## config.mk

```make
export PLATFORM = sky130hd
export DESIGN_NAME = two_gate_speed_trap_unit
export DESIGN_NICKNAME = d
export VERILOG_FILES = /design/src/hw/rtl/stu_pkg.sv /design/src/hw/rtl/stu_front.sv /design/src/hw/rtl/stu_queue.sv /design/src/hw/rtl/stu_back.sv /design/src/hw/rtl/two_gate_speed_trap_unit.sv
export SDC_FILE = /design/constraint.sdc
export NUM_CORES = 1
export LEC_CHECK = 0
export BUFFER_PORTS_ARGS = -buffer_cell sky130_fd_sc_hd__buf_2
export CELL_PAD_IN_SITES_DETAIL_PLACEMENT = 0
export CELL_PAD_IN_SITES_GLOBAL_PLACEMENT = 1
export CORE_MARGIN = 3
export CORE_UTILIZATION = 40
export DETAILED_ROUTE_END_ITERATION = 8
export GPL_TIMING_DRIVEN = 0
export PLACE_DENSITY = 0.71
export SLEW_MARGIN = 15
export SYNTH_ARGS = -nofsm -noshare
export SYNTH_HDL_FRONTEND = slang
export SYNTH_SLANG_ARGS = --single-unit
```

## constraint.sdc

```tcl
create_clock -name clk -period 21.6 [get_ports clk]
set_input_delay 1.08 -clock clk [delete_from_list [all_inputs] [get_ports clk]]
set_output_delay 1.08 -clock clk [all_outputs]
set_load 0.005 [all_outputs]
```

## src/hw/rtl/stu_pkg.sv

```systemverilog
// ============================================================================
// stu_pkg
// Shared types and constants of the two-gate speed trap.
// ============================================================================
`default_nettype none

package stu_pkg;

    localparam int TIME_W  = 32;
    localparam int DIST_W  = 16;
    localparam int SPEED_W = 26;
    localparam int NUM_W   = 30;   // distance * 9216 fits in 30 bits
    localparam int DEN_W   = 36;   // elapsed * 10 fits in 36 bits
    localparam int STEP_W  = 5;    // counts the 30 quotient bits

    localparam logic [DIST_W-1:0] DIST_RESET = 16'd1000;
    localparam logic [STEP_W-1:0] LAST_STEP  = 5'(NUM_W - 1);

    localparam logic STATUS_OK        = 1'b0;
    localparam logic STATUS_RANGE_ERR = 1'b1;

    typedef struct packed {
        logic [TIME_W-1:0] now_ms;
        logic              first_gate_edge;
        logic              second_gate_edge;
    } in_item_t;

    typedef struct packed {
        logic [SPEED_W-1:0] speed_q8;
        logic               status;
        logic [TIME_W-1:0]  event_number;
        logic [TIME_W-1:0]  elapsed_ms;
    } out_item_t;

    // One measurement request between the front and the back.
    typedef struct packed {
        logic [NUM_W-1:0]  num;
        logic [DEN_W-1:0]  den;
        logic              status;
        logic [TIME_W-1:0] event_number;
        logic [TIME_W-1:0] elapsed_ms;
    } meas_t;

    typedef enum logic [1:0] {
        BK_IDLE,
        BK_DIV,
        BK_DONE
    } back_state_t;

endpackage

`default_nettype wire

```

## src/hw/rtl/stu_front.sv

```systemverilog
// ============================================================================
// stu_front
// Gate edge handling: arming, time latch, event count and request build.
// ============================================================================
`default_nettype none

module stu_front (
    input  wire logic                         clk,
    input  wire logic                         rst_n,
    input  wire logic                         item_valid,
    input  wire stu_pkg::in_item_t            item,
    input  wire logic                         cfg_we,
    input  wire logic [stu_pkg::DIST_W-1:0]   cfg_data,
    output logic                              meas_valid,
    output stu_pkg::meas_t                    meas
);

    logic                        armed_reg, armed_next;
    logic [stu_pkg::TIME_W-1:0]  first_time_reg, first_time_next;
    logic [stu_pkg::TIME_W-1:0]  count_reg, count_next;
    logic [stu_pkg::DIST_W-1:0]  dist_reg;
    logic                        armed_eff;
    logic                        fire;
    logic                        zero_dt;
    logic [stu_pkg::TIME_W-1:0]  start_time;
    logic [stu_pkg::TIME_W-1:0]  dt;

    always_comb
    begin
        // The first edge is handled before the second one of the same item.
        start_time = (item.first_gate_edge && !armed_reg) ? item.now_ms : first_time_reg;
        armed_eff  = armed_reg || item.first_gate_edge;
        fire       = item_valid && item.second_gate_edge && armed_eff;
        dt         = item.now_ms - start_time;
        zero_dt    = (dt == '0);

        armed_next      = armed_reg;
        first_time_next = first_time_reg;
        count_next      = count_reg;
        if (item_valid)
        begin
            armed_next      = armed_eff && !fire;
            first_time_next = start_time;
            if (fire && !zero_dt)
            begin
                count_next = count_reg + 32'd1;
            end
        end

        meas_valid        = fire;
        meas.num          = ({14'd0, dist_reg} << 13) + ({14'd0, dist_reg} << 10);
        meas.den          = ({4'd0, dt} << 3) + ({4'd0, dt} << 1);
        meas.status       = zero_dt ? stu_pkg::STATUS_RANGE_ERR : stu_pkg::STATUS_OK;
        meas.event_number = count_next;
        meas.elapsed_ms   = dt;
    end

    always_ff @(posedge clk or negedge rst_n)
    begin
        if (!rst_n)
        begin
            armed_reg      <= 1'b0;
            first_time_reg <= '0;
            count_reg      <= '0;
            dist_reg       <= stu_pkg::DIST_RESET;
        end
        else
        begin
            armed_reg      <= armed_next;
            first_time_reg <= first_time_next;
            count_reg      <= count_next;
            if (cfg_we)
            begin
                dist_reg <= cfg_data;
            end
        end
    end

endmodule

`default_nettype wire

```

## src/hw/rtl/stu_queue.sv

```systemverilog
// ============================================================================
// stu_queue
// Two-entry request queue between the front and the back.
// ============================================================================
`default_nettype none

module stu_queue (
    input  wire logic           clk,
    input  wire logic           rst_n,
    input  wire logic           wr_en,
    input  wire stu_pkg::meas_t wr_data,
    output logic                full,
    input  wire logic           rd_en,
    output logic                empty,
    output stu_pkg::meas_t      rd_data
);

    logic [1:0]     count_reg, count_next;
    stu_pkg::meas_t head_reg;
    stu_pkg::meas_t tail_reg;
    logic           do_wr;
    logic           do_rd;

    assign full    = (count_reg == 2'd2);
    assign empty   = (count_reg == 2'd0);
    assign rd_data = head_reg;
    assign do_wr   = wr_en && !full;
    assign do_rd   = rd_en && !empty;

    always_comb
    begin
        count_next = count_reg;
        if (do_wr && !do_rd)
        begin
            count_next = count_reg + 2'd1;
        end
        else if (do_rd && !do_wr)
        begin
            count_next = count_reg - 2'd1;
        end
    end

    always_ff @(posedge clk or negedge rst_n)
    begin
        if (!rst_n)
        begin
            count_reg <= 2'd0;
        end
        else
        begin
            count_reg <= count_next;
        end
    end

    always_ff @(posedge clk)
    begin
        if (do_rd)
        begin
            if (do_wr && (count_reg == 2'd1))
            begin
                head_reg <= wr_data;
            end
            else
            begin
                head_reg <= tail_reg;
            end
            if (do_wr && (count_reg == 2'd2))
            begin
                tail_reg <= wr_data;
            end
        end
        else if (do_wr)
        begin
            if (count_reg == 2'd0)
            begin
                head_reg <= wr_data;
            end
            else
            begin
                tail_reg <= wr_data;
            end
        end
    end

endmodule

`default_nettype wire

```

## src/hw/rtl/stu_back.sv

```systemverilog
// ============================================================================
// stu_back
// Serial restoring divider for the speed and the result register.
// ============================================================================
`default_nettype none

module stu_back (
    input  wire logic           clk,
    input  wire logic           rst_n,
    input  wire logic           q_empty,
    input  wire stu_pkg::meas_t q_data,
    output logic                q_pop,
    output logic                empty,
    input  wire logic           pop,
    output stu_pkg::out_item_t  result
);

    stu_pkg::back_state_t         state_reg, state_next;
    logic [stu_pkg::STEP_W-1:0]   step_reg, step_next;
    logic [stu_pkg::DEN_W-1:0]    rem_reg, rem_next;
    logic [stu_pkg::NUM_W-1:0]    quo_reg, quo_next;
    stu_pkg::meas_t               job_reg, job_next;
    logic                         out_valid_reg, out_valid_next;
    stu_pkg::out_item_t           out_reg, out_next;
    logic [stu_pkg::DEN_W:0]      rem_shift;
    logic [stu_pkg::DEN_W:0]      rem_diff;
    logic                         slot_free;

    assign empty     = !out_valid_reg;
    assign result    = out_reg;
    assign slot_free = !out_valid_reg || pop;

    always_comb
    begin
        rem_shift = {rem_reg, quo_reg[stu_pkg::NUM_W-1]};
        rem_diff  = rem_shift - {1'b0, job_reg.den};

        state_next     = state_reg;
        step_next      = step_reg;
        rem_next       = rem_reg;
        quo_next       = quo_reg;
        job_next       = job_reg;
        out_valid_next = out_valid_reg && !pop;
        out_next       = out_reg;
        q_pop          = 1'b0;

        unique case (state_reg)
            stu_pkg::BK_IDLE:
            begin
                if (!q_empty)
                begin
                    q_pop      = 1'b1;
                    job_next   = q_data;
                    quo_next   = q_data.num;
                    rem_next   = '0;
                    step_next  = '0;
                    state_next = stu_pkg::BK_DIV;
                end
            end
            stu_pkg::BK_DIV:
            begin
                // One quotient bit per cycle; the numerator shifts out of quo.
                if (!rem_diff[stu_pkg::DEN_W])
                begin
                    rem_next = rem_diff[stu_pkg::DEN_W-1:0];
                    quo_next = {quo_reg[stu_pkg::NUM_W-2:0], 1'b1};
                end
                else
                begin
                    rem_next = rem_shift[stu_pkg::DEN_W-1:0];
                    quo_next = {quo_reg[stu_pkg::NUM_W-2:0], 1'b0};
                end
                step_next = step_reg + 5'd1;
                if (step_reg == stu_pkg::LAST_STEP)
                begin
                    state_next = stu_pkg::BK_DONE;
                end
            end
            stu_pkg::BK_DONE:
            begin
                if (slot_free)
                begin
                    out_valid_next        = 1'b1;
                    out_next.speed_q8     = (job_reg.status == stu_pkg::STATUS_RANGE_ERR)
                                            ? '0 : quo_reg[stu_pkg::SPEED_W-1:0];
                    out_next.status       = job_reg.status;
                    out_next.event_number = job_reg.event_number;
                    out_next.elapsed_ms   = job_reg.elapsed_ms;
                    state_next            = stu_pkg::BK_IDLE;
                end
            end
            default:
            begin
                state_next = stu_pkg::BK_IDLE;
            end
        endcase
    end

    always_ff @(posedge clk or negedge rst_n)
    begin
        if (!rst_n)
        begin
            state_reg     <= stu_pkg::BK_IDLE;
            out_valid_reg <= 1'b0;
        end
        else
        begin
            state_reg     <= state_next;
            out_valid_reg <= out_valid_next;
        end
    end

    always_ff @(posedge clk)
    begin
        step_reg <= step_next;
        rem_reg  <= rem_next;
        quo_reg  <= quo_next;
        job_reg  <= job_next;
        out_reg  <= out_next;
    end

endmodule

`default_nettype wire

```

## src/hw/rtl/two_gate_speed_trap_unit.sv

```systemverilog
// ============================================================================
// two_gate_speed_trap_unit
// Time-of-flight speed measurement between two light gates.
// ============================================================================
//
//  Channel   Handshake             Payload
//  --------  --------------------  ---------------------------------------
//  item      push / full           now_ms, first_gate_edge, second_gate_edge
//  result    pop / empty           speed_q8, status, event_number, elapsed_ms
//  cfg       cfg_valid / cfg_ready cfg_data = gate_distance_mm
//
// An item is taken when push is high and full is low; a measurement request
// then leaves the queue, passes through the serial divider (one quotient
// bit per cycle) and reaches the result register in the back end.
// Reset is asynchronous and active low; the distance returns to 1000 mm.
// Up to two requests wait in the queue, so items keep flowing while the
// divider runs; full rises only when the queue holds two requests.
// A result that is not popped holds the divider in its final state.
//
`default_nettype none

module two_gate_speed_trap_unit (
    input  wire logic                        clk,
    input  wire logic                        rst_n,
    input  wire logic                        push,
    output logic                             full,
    input  wire stu_pkg::in_item_t           item,
    output logic                             empty,
    input  wire logic                        pop,
    output stu_pkg::out_item_t               result,
    input  wire logic                        cfg_valid,
    output logic                             cfg_ready,
    input  wire logic [stu_pkg::DIST_W-1:0]  cfg_data
);

    logic           item_take;
    logic           meas_valid;
    stu_pkg::meas_t meas;
    logic           q_empty;
    logic           q_pop;
    stu_pkg::meas_t q_data;

    // The distance register is always writable.
    assign cfg_ready = 1'b1;

    // The front accepts only when the queue has room for a possible request.
    assign item_take = push && !full;

    stu_front u_front (
        .clk        (clk),
        .rst_n      (rst_n),
        .item_valid (item_take),
        .item       (item),
        .cfg_we     (cfg_valid && cfg_ready),
        .cfg_data   (cfg_data),
        .meas_valid (meas_valid),
        .meas       (meas)
    );

    stu_queue u_queue (
        .clk     (clk),
        .rst_n   (rst_n),
        .wr_en   (meas_valid),
        .wr_data (meas),
        .full    (full),
        .rd_en   (q_pop),
        .empty   (q_empty),
        .rd_data (q_data)
    );

    stu_back u_back (
        .clk     (clk),
        .rst_n   (rst_n),
        .q_empty (q_empty),
        .q_data  (q_data),
        .q_pop   (q_pop),
        .empty   (empty),
        .pop     (pop),
        .result  (result)
    );

endmodule

`default_nettype wire

```

==> flow_summary.yaml <==
logic_synthesis:
  synth.yosys.seq_area_share_pct: 61.4
  netlist_instances: 2273
  synth_edf_count: 496
  yosysWarnings: 0
  synthFlopType: "edfxtp_1"
  ys_async_sr_fraction_pct: 14.8
  synth_cell_types: 94
  mappedNetlistArea_mm2: 0.0278
  syn_area_per_cell_um2: 12.2
  synthesis.nets: 2441
  ys_ff_latch: 582
placed_design:
  hpwl_um: 46400
  io_buffers: 145
  place_inst: 3372
  gp_congestion: 0.869
cts:
  clk_latency_ns: 0.63
  numCtsBuffers: 59
  root_buffer: "clkbuf_16"
  hold_buffers: 0
  cts_resized: 0
  cts_tree: "built"
  clkSinkCount: 582
  htree_levels: 2
  postCtsSetupBuffers: 0
  path_clk_slew_ns: 0.06
  cts_buffer_depth: 3
die:
  core_mm2: 0.0680
  die_h_um: 269
  die_area_mm2: 0.0726
  start_util_pct: 40.8
  rows: 95
  fp.dieW_um: 269
  num_io_pins: 149
routing:
  firstDrtPassIters: 5
  wl_um: 63600
  wire_per_inst_um: 18.3
  met1_length_um: 29700
  top_layer: "met5"
  ant_nets: 0
  vias: 17900
  met3WireLength_um: 2420
  met2_wirelength_um: 29400
  viasPerCell: 5.14
  drtIter0Drc: 1002
  drc: 0
flow_run:
  cap_violations: 0
timing:
  rsz0062_at_grt: "no"
  slew_viol_final: 0
  fin_tns_setup_ns: 0
  setup_violations: 0
  worst_clock_skew_ns: 0.0249
  min_period_ns: 7.89
  clock.fmax_mhz: 127
  tightest_slew_ns: 1.14
  min_period_over_period_pct: 36.5
  max_slew_margin_pct: 24.0
  finalHoldViolations: 0
power_and_ir_drop:
  p_leak_nw: 12.8
  ir_worst_vdd_mv: 0.0836
  p_per_area_mw_per_mm2: 189
finish:
  area_growth_pct: 15.7
  fin_cells: 3483
  nets: 2680
  fin_util_pct: 47.3
  final_layout_size_suffix_gt1_share_pct: 15.1
  num_antenna_cells: 0
setup_path:
  crit_arrival_ns: 8.25
  ff2ff_setup_slack_ns: 13.82
  cp_slowest_cell: "o211ai_1"
  start_kind: "input port"
  crit_type: "in2reg"
  cp-startpoint: "item[1]"
  crit_required_ns: 21.96
  cpPeakStageDelay_ns: 0.62
  critPathMostFrequentCell: "buf_2"
  end_kind: "flip-flop"
  crit_fanout: 10
  r2r_start: "u_front.armed_reg"
global_routing:
  grt_max_degree: 67
  overflow: 0
  grt_pass1_wl_um: 100000
  grt_usage_pct: 17.2
  antenna_found_initial: 3
  grt_pass1_vias: 18000
status:
  outcome: "completed"
min_path:
  hp-class: "in2async"
synth_stat cells, types with 5 or more instances:
| master | n | area share [%] |
|---|---|---|
| edfxtp_1 | 496 | 54 |
| nand2_1 | 348 | 4.7 |
| nor2_1 | 166 | 2.2 |
| ha_1 | 110 | 5.0 |
| a21oi_1 | 96 | 1.7 |
| inv_1 | 87 | 1.2 |
| dfrtp_1 | 80 | 7.2 |
| xnor2_1 | 78 | 2.5 |
| o21ai_0 | 67 | 1.2 |
| mux2_2 | 62 | 2.5 |
| mux2i_1 | 62 | 2.2 |
| clkbuf_1 | 53 | 0.72 |
| a21o_1 | 47 | 1.3 |
| nor2b_1 | 42 | 0.95 |
| xor2_1 | 37 | 1.2 |
| nand3_1 | 33 | 0.59 |
| and2_1 | 31 | 0.70 |
| nand2b_1 | 27 | 0.61 |
| or3_1 | 25 | 0.56 |
| a31oi_1 | 24 | 0.54 |
| and3_1 | 23 | 0.52 |
| nor3_1 | 23 | 0.41 |
| a211oi_1 | 18 | 0.49 |
| o211ai_1 | 16 | 0.43 |
| o21a_1 | 16 | 0.43 |
| nand4_1 | 15 | 0.34 |
| a21boi_0 | 12 | 0.32 |
| or4_1 | 11 | 0.30 |
| o21ai_1 | 10 | 0.18 |
| o21bai_1 | 9 | 0.24 |
| o31ai_1 | 9 | 0.24 |
| buf_1 | 8 | 0.11 |
| buf_2 | 8 | 0.14 |
| a211o_1 | 6 | 0.19 |
| dfstp_2 | 6 | 0.57 |
| a221oi_1 | 5 | 0.16 |
| and4_1 | 5 | 0.16 |
| o41ai_1 | 5 | 0.16 |
placed cells by master (no fill, tap or decap), types with 16 or more instances in the layout:
cell,n
nor2_1,166
inv_1,87
and2_1,31
dfrtp_1,80
and3_1,23
buf_2,152
nand3_1,33
clkbuf_1,64
ha_1,110
o21ai_0,67
xnor2_1,78
buf_4,22
nand2b_1,27
a21oi_1,96
nor2b_1,41
o211ai_1,16
or3_1,25
xor2_1,37
edfxtp_1,496
nand2_1,346
a21o_1,47
o21a_1,16
clkbuf_16,59
mux2_2,62
nor3_1,21
a31oi_1,24
mux2i_1,62
a211oi_1,18
logic make-up after synthesis:
kind of cell | count (synthesis) | share of synthesized area (%)
muxes | 124 | 4.75
adders and majority gates | 116 | 5.29
xor gates and xnor gates | 115 | 3.63
DFF | 582 | 61.4
buffers and inverters | 160 | 2.28
other | 1 | 0.0135
and+or+nand+nor | 782 | 13.1
AOI/OAI and AO/OA | 393 | 9.51
routing by layer:
metal  vias to the layer above  track usage [%]
met5                         -                0
met4                         4             5.97
met3                       102             2.58
met2                       344             28.0
met1                      8677             23.7
li1                       8780                -
worst paths after layout:
path | to | cells after the start
max | u_queue.rd_data[99] | 25
min | u_front.first_time_reg[28] | 1
max reg2reg | u_queue.rd_data[99] | 24
min reg2reg | u_back.job_reg[83] | 0
max in group asynchronous | u_back.state_reg[0] | 2
min in group clk | u_back.job_reg[83] | 0
power breakdown:
group / leakage, nW / total (W) / switching (W) / internal, W
Sequential: 5.73 / 0.00198 / 0.000116 / 0.00187
Combinational: 6.13 / 0.00301 / 0.00183 / 0.00118
Clock: 0.985 / 0.00107 / 0.000444 / 0.000622
per-stage QoR:
step                      worst slack (ns)  area (µm²)  total power (W)  hold WS, ns
final                                13.71       32100          0.00606        0.309
after global routing                 13.23       32100          0.00653        0.298
after CTS                            13.74       32100          0.00610        0.282
after detailed placement             13.10       30100          0.00500        0.405
after global placement                2.06       29600          0.00494        0.403
after floorplan                       9.94       27800          0.00423        0.400
critical path: cells and delay by family:
| kind | cells | cell delay [ns] |
|---|---|---|
| xor gates and xnor gates | 1 | 0.15 |
| and+or+nand+nor | 4 | 1.09 |
| buffers and inverters | 5 | 1.61 |
| muxes | 2 | 0.51 |
| AOI/OAI and AO/OA | 11 | 2.92 |
| adders and majority gates | 2 | 0.85 |
final cells by class:
cell class,count,area (µm²)
Sequential cell,582,17100
Timing Repair Buffer,178,1120
Clock inverter,32,395
Buffer,73,307
Clock buffer,79,1640
Inverter,87,327
Multi-Input combinational cell,1531,10100
Tap cell,921,1150
Fill cell,6161,35900
Note: power is estimated with default switching activity, not from simulation.
